`config.mk`:
```
export PLATFORM = sky130hd
export DESIGN_NAME = chaotic_keystream_xor_cipher_core
export DESIGN_NICKNAME = d
export VERILOG_FILES = /design/src/rtl/core/ckx_pkg.sv /design/src/rtl/core/chaotic_keystream_xor_cipher_core.sv /design/src/rtl/core/ckx_ctrl.sv /design/src/rtl/core/ckx_datapath.sv
export SDC_FILE = /design/constraint.sdc
export NUM_CORES = 2
export LEC_CHECK = 0
export BUFFER_PORTS_ARGS = -buffer_cell sky130_fd_sc_hd__buf_2
export CELL_PAD_IN_SITES_DETAIL_PLACEMENT = 1
export CELL_PAD_IN_SITES_GLOBAL_PLACEMENT = 2
export CORE_MARGIN = 8
export CORE_UTILIZATION = 46
export DETAILED_ROUTE_END_ITERATION = 8
export GPL_ROUTABILITY_DRIVEN = 0
export PLACE_DENSITY_LB_ADDON = 0.05
export SYNTH_ARGS = -nofsm -noshare
export SYNTH_HDL_FRONTEND = slang
export SYNTH_SLANG_ARGS = --single-unit
export TNS_END_PERCENT = 100
```
`constraint.sdc`:
```
create_clock -name clk -period 15.4 [get_ports clk]
set_clock_uncertainty 0.05 [all_clocks]
set_input_delay 1.54 -clock clk [delete_from_list [all_inputs] [get_ports clk]]
set_output_delay 1.54 -clock clk [all_outputs]
set_load 0.03 [all_outputs]
```
`src/rtl/core/ckx_pkg.sv`:
```
// Shared types, constants and fixed-point helpers for the chaotic keystream cipher.
// No dependencies; used by every module of the core.
`default_nettype none

package ckx_pkg;

    localparam int STATE_W = 32;
    localparam int FRAC_W  = 20;
    localparam int PROD_W  = 2 * STATE_W;
    localparam int SCL_W   = PROD_W - FRAC_W;

    typedef logic signed [STATE_W-1:0] state_t;
    typedef logic signed [PROD_W-1:0]  prod_t;

    localparam state_t STATE_MAX = {1'b0, {(STATE_W-1){1'b1}}};
    localparam state_t STATE_MIN = {1'b1, {(STATE_W-1){1'b0}}};

    // Euler constants, 20 fraction bits
    localparam state_t K_T  = 32'sd1049;
    localparam state_t K_TB = 32'sd15729;
    localparam state_t K_TG = 32'sd10486;
    localparam state_t K_A  = -32'sd1174405;

    localparam state_t SEED_RESET = 32'sd104858;

    // key bit extraction shifts (FRAC_W minus scale exponent)
    localparam int KX_SH = FRAC_W - 11;
    localparam int KY_SH = FRAC_W - 10;
    localparam int KZ_SH = FRAC_W - 12;
    localparam int KW_SH = FRAC_W - 10;

    localparam int CFG_IDX_W = 2;
    localparam logic [CFG_IDX_W-1:0] REG_INIT_X = 2'd0;
    localparam logic [CFG_IDX_W-1:0] REG_INIT_Y = 2'd1;
    localparam logic [CFG_IDX_W-1:0] REG_INIT_Z = 2'd2;
    localparam logic [CFG_IDX_W-1:0] REG_INIT_W = 2'd3;

    localparam logic CMD_SEED = 1'b0;
    localparam logic CMD_DATA = 1'b1;

    // step schedule on the shared multiplier
    localparam int PH_W = 3;
    localparam logic [PH_W-1:0] PH_WW     = 3'd0;
    localparam logic [PH_W-1:0] PH_TBZ    = 3'd1;
    localparam logic [PH_W-1:0] PH_CY     = 3'd2;
    localparam logic [PH_W-1:0] PH_TY     = 3'd3;
    localparam logic [PH_W-1:0] PH_TGI    = 3'd4;
    localparam logic [PH_W-1:0] PH_TYZX   = 3'd5;
    localparam logic [PH_W-1:0] PH_COMMIT = 3'd6;

    typedef struct packed {
        logic       command;
        logic [7:0] data_in;
    } in_item_t;

    typedef struct packed {
        logic [7:0] data_out;
        logic [7:0] key_byte;
    } out_item_t;

    typedef struct packed {
        logic            load_seed;
        logic            capture;
        logic            step;
        logic [PH_W-1:0] phase;
        logic            out_load;
    } ckx_cmd_t;

    function automatic state_t sat_add(input state_t a, input state_t b);
        logic signed [STATE_W:0] s;
        begin
            s = {a[STATE_W-1], a} + {b[STATE_W-1], b};
            if (s[STATE_W] != s[STATE_W-1])
                return s[STATE_W] ? STATE_MIN : STATE_MAX;
            return s[STATE_W-1:0];
        end
    endfunction

    function automatic state_t sat_sub(input state_t a, input state_t b);
        logic signed [STATE_W:0] s;
        begin
            s = {a[STATE_W-1], a} - {b[STATE_W-1], b};
            if (s[STATE_W] != s[STATE_W-1])
                return s[STATE_W] ? STATE_MIN : STATE_MAX;
            return s[STATE_W-1:0];
        end
    endfunction

    // floor(p / 2^FRAC_W), saturated to the state range
    function automatic state_t mul_scale(input prod_t p);
        logic [SCL_W-1:0] q;
        begin
            q = p[PROD_W-1:FRAC_W];
            if ((q[SCL_W-1:STATE_W-1] != '0) && (q[SCL_W-1:STATE_W-1] != '1))
                return q[SCL_W-1] ? STATE_MIN : STATE_MAX;
            return q[STATE_W-1:0];
        end
    endfunction

    // low two bits of v scaled and truncated toward zero
    function automatic logic [1:0] key_bits(input state_t v, input int unsigned sh);
        logic [STATE_W-1:0] uv;
        logic [STATE_W-1:0] m;
        logic [STATE_W-1:0] q;
        begin
            uv = v;
            m  = uv[STATE_W-1] ? (~uv + 1'b1) : uv;
            q  = m >> sh;
            if (uv[STATE_W-1])
                q = ~q + 1'b1;
            return q[1:0];
        end
    endfunction

endpackage

`default_nettype wire

```
`src/rtl/core/chaotic_keystream_xor_cipher_core.sv`:
```
// Top level of the chaotic keystream XOR cipher core.
// Depends on ckx_pkg, ckx_ctrl and ckx_datapath.
//
// Input channel (in_valid/in_stall/in_data): command 0 loads x, y, z, w from the
// init registers and runs WARMUP_STEPS Euler steps with no result; command 1 runs
// one step and returns data_in XOR key_byte on the output channel.
// Each Euler step runs the phases PH_WW, PH_TBZ, PH_CY, PH_TY, PH_TGI, PH_TYZX and
// PH_COMMIT, one product per phase before the commit on the single shared 32x32
// multiplier. out_valid rises once the step commits and the S_EMIT state loads the
// result register; the next item can be taken as soon as the result is loaded.
// A seed keeps the input stalled while its WARMUP_STEPS warm-up steps run.
// Output channel (out_valid/out_stall/out_data) is a register: a new item is
// accepted while a result waits; a finished step waits there only if the previous
// result is still stalled.
// Config port: cfg_we writes cfg_data to register cfg_index (0..3 = init x,y,z,w)
// at once; write only while idle.
// Reset clears x, y, z, w to zero, sets the init registers to about 0.1 and drops
// out_valid; data sent before any seed gives key byte 0.
`default_nettype none

module chaotic_keystream_xor_cipher_core #(
    parameter int WARMUP_STEPS = 5000
) (
    input  wire logic                          clk,
    input  wire logic                          rst_n,
    input  wire logic                          in_valid,
    output logic                               in_stall,
    input  wire ckx_pkg::in_item_t             in_data,
    output logic                               out_valid,
    input  wire logic                          out_stall,
    output ckx_pkg::out_item_t                 out_data,
    input  wire logic                          cfg_we,
    input  wire logic [ckx_pkg::CFG_IDX_W-1:0] cfg_index,
    input  wire logic [ckx_pkg::STATE_W-1:0]   cfg_data
);

    ckx_pkg::ckx_cmd_t cmd;

    ckx_ctrl #(
        .WARMUP_STEPS (WARMUP_STEPS)
    ) u_ctrl (
        .clk        (clk),
        .rst_n      (rst_n),
        .in_valid   (in_valid),
        .in_stall   (in_stall),
        .in_command (in_data.command),
        .out_valid  (out_valid),
        .out_stall  (out_stall),
        .cmd        (cmd)
    );

    ckx_datapath u_dp (
        .clk       (clk),
        .rst_n     (rst_n),
        .cfg_we    (cfg_we),
        .cfg_index (cfg_index),
        .cfg_data  (cfg_data),
        .data_in   (in_data.data_in),
        .cmd       (cmd),
        .out_data  (out_data)
    );

endmodule

`default_nettype wire

```
`src/rtl/core/ckx_ctrl.sv`:
```
// Sequencer for the cipher core: input handshake, step phases, warm-up count, result valid.
// Depends on ckx_pkg; drives ckx_datapath through ckx_cmd_t.
`default_nettype none

module ckx_ctrl #(
    parameter int WARMUP_STEPS = 5000
) (
    input  wire logic              clk,
    input  wire logic              rst_n,
    input  wire logic              in_valid,
    output logic                   in_stall,
    input  wire logic              in_command,
    output logic                   out_valid,
    input  wire logic              out_stall,
    output ckx_pkg::ckx_cmd_t      cmd
);

    localparam int CNT_W = (WARMUP_STEPS > 1) ? $clog2(WARMUP_STEPS + 1) : 1;
    localparam logic [CNT_W-1:0] CNT_LOAD = CNT_W'(WARMUP_STEPS);

    localparam logic [1:0] S_IDLE = 2'd0;
    localparam logic [1:0] S_STEP = 2'd1;
    localparam logic [1:0] S_EMIT = 2'd2;

    logic [1:0]               state_reg, state_next;
    logic [ckx_pkg::PH_W-1:0] phase_reg, phase_next;
    logic [CNT_W-1:0]         cnt_reg, cnt_next;
    logic                     seed_reg, seed_next;
    logic                     out_valid_reg, out_valid_next;
    logic                     accept;
    logic                     slot_free;

    assign in_stall  = (state_reg != S_IDLE);
    assign accept    = in_valid && !in_stall;
    assign slot_free = !out_valid_reg || !out_stall;
    assign out_valid = out_valid_reg;

    always_comb
    begin
        state_next     = state_reg;
        phase_next     = phase_reg;
        cnt_next       = cnt_reg;
        seed_next      = seed_reg;
        out_valid_next = out_valid_reg && out_stall;
        cmd            = '0;
        cmd.phase      = phase_reg;

        unique case (state_reg)
            S_IDLE:
            begin
                if (accept)
                begin
                    phase_next = ckx_pkg::PH_WW;
                    if (in_command == ckx_pkg::CMD_SEED)
                    begin
                        cmd.load_seed = 1'b1;
                        seed_next     = 1'b1;
                        cnt_next      = CNT_LOAD;
                        if (WARMUP_STEPS != 0)
                            state_next = S_STEP;
                    end
                    else
                    begin
                        cmd.capture = 1'b1;
                        seed_next   = 1'b0;
                        state_next  = S_STEP;
                    end
                end
            end
            S_STEP:
            begin
                cmd.step = 1'b1;
                if (phase_reg == ckx_pkg::PH_COMMIT)
                begin
                    phase_next = ckx_pkg::PH_WW;
                    if (!seed_reg)
                        state_next = S_EMIT;
                    else
                    begin
                        cnt_next = cnt_reg - 1'b1;
                        if (cnt_reg == CNT_W'(1))
                            state_next = S_IDLE;
                    end
                end
                else
                    phase_next = phase_reg + 1'b1;
            end
            S_EMIT:
            begin
                if (slot_free)
                begin
                    cmd.out_load   = 1'b1;
                    out_valid_next = 1'b1;
                    state_next     = S_IDLE;
                end
            end
            default:
                state_next = S_IDLE;
        endcase
    end

    always_ff @(posedge clk or negedge rst_n)
    begin
        if (!rst_n)
        begin
            state_reg     <= S_IDLE;
            phase_reg     <= ckx_pkg::PH_WW;
            cnt_reg       <= '0;
            seed_reg      <= 1'b0;
            out_valid_reg <= 1'b0;
        end
        else
        begin
            state_reg     <= state_next;
            phase_reg     <= phase_next;
            cnt_reg       <= cnt_next;
            seed_reg      <= seed_next;
            out_valid_reg <= out_valid_next;
        end
    end

endmodule

`default_nettype wire

```
`src/rtl/core/ckx_datapath.sv`:
```
// Datapath: seed registers, x/y/z/w state, one shared 32x32 multiplier, key and result register.
// Depends on ckx_pkg; sequenced by ckx_ctrl.
`default_nettype none

module ckx_datapath (
    input  wire logic                              clk,
    input  wire logic                              rst_n,
    input  wire logic                              cfg_we,
    input  wire logic [ckx_pkg::CFG_IDX_W-1:0]     cfg_index,
    input  wire logic [ckx_pkg::STATE_W-1:0]       cfg_data,
    input  wire logic [7:0]                        data_in,
    input  wire ckx_pkg::ckx_cmd_t                 cmd,
    output ckx_pkg::out_item_t                     out_data
);

    ckx_pkg::state_t init_x_reg, init_y_reg, init_z_reg, init_w_reg;
    ckx_pkg::state_t x_reg, y_reg, z_reg, w_reg;
    ckx_pkg::state_t x_next, y_next, z_next, w_next;
    ckx_pkg::state_t coef_reg, zy_reg, yz_reg, inner_reg, nx_reg, ny_reg, nw_reg;
    ckx_pkg::prod_t  prod_reg, prod_next;
    ckx_pkg::state_t mul_a, mul_b, q;
    logic [7:0]      byte_reg;
    logic [7:0]      key;
    ckx_pkg::out_item_t out_reg;

    assign q = ckx_pkg::mul_scale(prod_reg);

    always_comb
    begin
        unique case (cmd.phase)
            ckx_pkg::PH_WW:   begin mul_a = w_reg;         mul_b = w_reg;     end
            ckx_pkg::PH_TBZ:  begin mul_a = ckx_pkg::K_TB; mul_b = z_reg;     end
            ckx_pkg::PH_CY:   begin mul_a = coef_reg;      mul_b = y_reg;     end
            ckx_pkg::PH_TY:   begin mul_a = ckx_pkg::K_T;  mul_b = y_reg;     end
            ckx_pkg::PH_TGI:  begin mul_a = ckx_pkg::K_TG; mul_b = inner_reg; end
            ckx_pkg::PH_TYZX: begin mul_a = ckx_pkg::K_T;  mul_b = yz_reg;    end
            default:          begin mul_a = w_reg;         mul_b = w_reg;     end
        endcase
        prod_next = mul_a * mul_b;
    end

    always_comb
    begin
        x_next = x_reg;
        y_next = y_reg;
        z_next = z_reg;
        w_next = w_reg;
        if (cmd.load_seed)
        begin
            x_next = init_x_reg;
            y_next = init_y_reg;
            z_next = init_z_reg;
            w_next = init_w_reg;
        end
        else if (cmd.step && (cmd.phase == ckx_pkg::PH_COMMIT))
        begin
            x_next = nx_reg;
            y_next = ny_reg;
            z_next = ckx_pkg::sat_add(z_reg, q);
            w_next = nw_reg;
        end
    end

    always_ff @(posedge clk or negedge rst_n)
    begin
        if (!rst_n)
        begin
            init_x_reg <= ckx_pkg::SEED_RESET;
            init_y_reg <= ckx_pkg::SEED_RESET;
            init_z_reg <= ckx_pkg::SEED_RESET;
            init_w_reg <= ckx_pkg::SEED_RESET;
            x_reg      <= '0;
            y_reg      <= '0;
            z_reg      <= '0;
            w_reg      <= '0;
        end
        else
        begin
            if (cfg_we)
            begin
                unique case (cfg_index)
                    ckx_pkg::REG_INIT_X: init_x_reg <= cfg_data;
                    ckx_pkg::REG_INIT_Y: init_y_reg <= cfg_data;
                    ckx_pkg::REG_INIT_Z: init_z_reg <= cfg_data;
                    ckx_pkg::REG_INIT_W: init_w_reg <= cfg_data;
                    default: ;
                endcase
            end
            x_reg <= x_next;
            y_reg <= y_next;
            z_reg <= z_next;
            w_reg <= w_next;
        end
    end

    // step temporaries, one multiply issued per phase
    always_ff @(posedge clk)
    begin
        if (cmd.step)
        begin
            prod_reg <= prod_next;
            unique case (cmd.phase)
                ckx_pkg::PH_WW: ;
                ckx_pkg::PH_TBZ:
                begin
                    coef_reg <= ckx_pkg::sat_add(ckx_pkg::K_A, q);
                    zy_reg   <= ckx_pkg::sat_sub(z_reg, y_reg);
                end
                ckx_pkg::PH_CY:
                begin
                    nx_reg <= ckx_pkg::sat_add(x_reg, q);
                    yz_reg <= ckx_pkg::sat_sub(y_reg, z_reg);
                end
                ckx_pkg::PH_TY:
                begin
                    inner_reg <= ckx_pkg::sat_sub(zy_reg, q);
                    yz_reg    <= ckx_pkg::sat_sub(yz_reg, x_reg);
                end
                ckx_pkg::PH_TGI:  nw_reg <= ckx_pkg::sat_add(w_reg, q);
                ckx_pkg::PH_TYZX: ny_reg <= ckx_pkg::sat_add(y_reg, q);
                default: ;
            endcase
        end
        if (cmd.capture)
            byte_reg <= data_in;
        if (cmd.out_load)
        begin
            out_reg.key_byte <= key;
            out_reg.data_out <= byte_reg ^ key;
        end
    end

    assign key = {ckx_pkg::key_bits(x_reg, ckx_pkg::KX_SH),
                  ckx_pkg::key_bits(y_reg, ckx_pkg::KY_SH),
                  ckx_pkg::key_bits(z_reg, ckx_pkg::KZ_SH),
                  ckx_pkg::key_bits(w_reg, ckx_pkg::KW_SH)};

    assign out_data = out_reg;

endmodule

`default_nettype wire

```
==> summary.txt <==
max_cap viols -> 0
Setup crit start kind -> flip-flop
CTS-repair resized insts -> 0
DR iter-0 viols -> 5128
Async SR Flop Fraction -> 48.6%
clock tree from TritonCTS -> yes
RSZ-0062 raised after global routing -> no
Final ANT Viol Nets -> 0
Adder-Cell Fraction of Synth Area -> 38.2%
kind of critical path -> reg2reg
clk slew on worst S/H paths -> 0.07 ns
H-Tree Level Count -> 3
Critical Path AT -> 12.73 ns
Compound-Gate Fraction of Synth Area -> 13.4%
Starting Density -> 46.1%
period utilization -> 80.4%
slowest stage cell, crit path -> a221o_1
share of cells above drive strength 1 -> 8.67%
worst-case clock buffer depth -> 3
r2r worst-path depth -> 27
total gr overflow -> 0
Sequential Area -> 15700 sq um
# DRC -> 0
count of nets after finishing -> 9384
Worst R2R End -> u_dp.prod_reg[46]
synthesized flop and latch total -> 568
final setup fails -> 0
largest net degree at the start of global routing -> 83
CP top delay family -> adder cells
Synth Cell Area -> 72800 sq um
DR pass1 iterations -> 6
Tmin final -> 12.39 ns
Top FF cell, synth -> edfxtp_1
Detailed Route WL -> 312000 um
area of the multi-input gates -> 51800 sq um
Hold Buf Count CTS -> 0
WL per Instance -> 31.4 um
via count -> 60649
Cells after Synth -> 7847
gr usage total -> 36.6%
Port Buffers -> 65
max-slew violations -> 0
Horiz. Die Dim -> 414 um
worst reg2reg setup slack -> 3.01 ns
Slew HR -> 7.92%
clk_lat worst skew -> 0.72 ns
simple logic cell fraction of the synthesized area -> 12.6%
Crit path depth -> 27
global-route wire length before repair -> 455000 um
most frequent CP cell -> fa_1
syn_area_per_cell -> 9.28 sq um
Worst Path Max Fanout -> 51
root buf cell -> clkbuf_16
die outline height -> 414 um
Vias/cell -> 6.09
Sum Neg Setup Slack -> 0 ns
Ys Warns -> 0
HP Start -> u_dp.nx_reg[31]
filler cell count -> 17937
Setup crit start -> u_ctrl.phase_reg[1]
status -> complete, no violations
core area -> 158000 sq um
worst r2r src -> u_ctrl.phase_reg[1]
Die Area -> 171000 sq um
Post-synth EDFFs -> 292
fraction of synthesized cell area in xor and xnor cells -> 3.73%
CP endpoint kind -> flip-flop
WP buf/inv -> 3
Distinct cells, synth -> 92
Final Hold Viols -> 0
row count -> 146
CP max stage delay -> 1.07 ns
dpl hpwl -> 241000 um
register area share after synthesis -> 21.6%
worst hold path type -> reg2reg
Max Fclk -> 80.7 MHz
post-CTS setup buffer count -> 0
Largest register FFs -> 44
CP required -> 15.74 ns
total CTS buffers -> 76
Mapped Nets -> 9424
io pins -> 66
worst slew pin tran -> 1.38 ns
vias in the first global route -> 64899
initial antenna violation count -> 26
CP endpoint -> u_dp.prod_reg[46]
Layout area overhead -> 8.39%
# clock sinks -> 568
largest family of logic cells by synthesized area -> adder cells
mux cell area share after synthesis -> 2.50%
-- final cells by class --
type | count | area share, %
multi-input cells | 5732 | 65.7
well taps | 2072 | 3.29
clock inverters | 39 | 0.625
clock buffers | 101 | 2.66
inverters | 1175 | 5.59
flip-flops and latches | 568 | 19.9
diodes | 12 | 0.0381
repair buffers | 254 | 2.22
-- worst register-to-register path: cells and delay by family (launching register included) --
| kind | cells | cell delay, ns |
|---|---|---|
| AOI/OAI and AO/OA | 7 | 3.85 |
| DFF | 1 | 0.97 |
| adders and majority gates | 10 | 4.87 |
| buffers and inverters | 3 | 0.18 |
| and+or+nand+nor | 7 | 2.20 |
-- through the flow --
step | hold WS, ns | worst slack, ns | area [sq um] | utilization [%] | instances
final | 0.439 | 3.01 | 78900 | 50.0 | 9953
after global routing | 0.441 | 2.48 | 78900 | 50.0 | 9941
after CTS | 0.423 | 3.04 | 78900 | 50.0 | 9941
after detailed placement | 0.444 | 3.09 | 76300 | 48.3 | 9801
after global placement | 0.434 | 3.44 | 76300 | 48.3 | 9801
after floorplan | 0.399 | 4.77 | 72800 | - | 7847
-- worst min path at each step --
stage	endpoint	slack, ns	depth (start not counted)
after floorplan	u_dp.x_reg[31]	0.40	2
after global placement	u_dp.x_reg[31]	0.43	2
after detailed placement	u_dp.init_y_reg[30]	0.44	1
after CTS	u_dp.x_reg[31]	0.42	2
after global routing	u_dp.x_reg[31]	0.44	2
final	u_dp.x_reg[31]	0.44	2
-- placed cells by master (no fill, tap or decap), types with 36 or more instances in the layout --
cell type	n
a31oi_1	99
edfxtp_1	292
mux2_2	145
buf_2	64
o22ai_1	72
xor2_1	113
fa_1	1089
and3_1	43
nand2_1	800
o21a_1	60
a22oi_1	47
buf_4	189
o21ai_0	216
a21o_1	154
ha_1	440
nand3_1	67
dfrtp_1	238
dfstp_2	36
maj3_1	49
nand4_1	39
a21oi_1	525
clkbuf_16	78
nor2_1	833
inv_1	1173
xnor2_1	195
nand2b_1	71
nor3_1	69
and2_1	42
nor2b_1	43
o21bai_1	50
-- cells in the mapped netlist, types with 10 or more instances --
cell      number  area share (%)
nand3_1       68            0.47
o21bai_1      51            0.53
xnor2_1      197             2.4
a211oi_1      32            0.33
dfstp_2       36             1.3
dfrtp_1      240             8.2
mux2_2       145             2.2
o21ai_0      223             1.5
a221oi_1      28            0.34
inv_1       1174             6.1
o31a_1        10            0.12
o211ai_1      23            0.24
edfxtp_1     292              12
mux2i_1       19            0.26
o21a_1        60            0.62
a211o_1       11            0.13
a31o_2        13            0.16
a31oi_1      103            0.89
nand2_1      802             4.1
nand2b_1      71            0.61
a21o_1       154             1.6
buf_1         25            0.13
a21boi_0      12            0.12
and3_1        43            0.37
nor3_1        73            0.50
o21ai_1       21            0.14
or2_2         23            0.20
maj3_1        49            0.67
o31ai_1       24            0.25
fa_1        1089              30
a22oi_1       49            0.51
nor2b_1       43            0.37
a22o_1        20            0.24
a221o_1       13            0.18
o22ai_1       77            0.66
and2_1        42            0.36
clkbuf_1     340             1.8
nor4_1        28            0.24
nor2_1       838             4.3
ha_1         440             7.6
xor2_1       113             1.4
a21oi_1      529             3.6
or3_1         24            0.21
nand4_1       39            0.34
-- logic make-up (layout without fill, tap and decap cells) --
group | Yosys count | after routing
flops | 568 | 568
compound gates | 1545 | 1545
fa+ha+maj | 1578 | 1578
mux | 164 | 164
simple gates | 2135 | 2135
buf+inv | 1547 | 1569
xor+xnor | 310 | 310
other cells | 0 | 12
-- routing by layer --
layer  vias up  global-route usage [%]  part of all wire, %
met5         -                       0                0.022
met4        12                    23.8                  8.2
met3       830                    8.37                  8.4
met2      2583                    57.1                   45
met1     31558                    45.8                   39
li1      25666                       -                    -
Power is left out: the tool's default activity adds up to more than one toggle a clock period on the data nets, which glitch-free logic cannot reach.
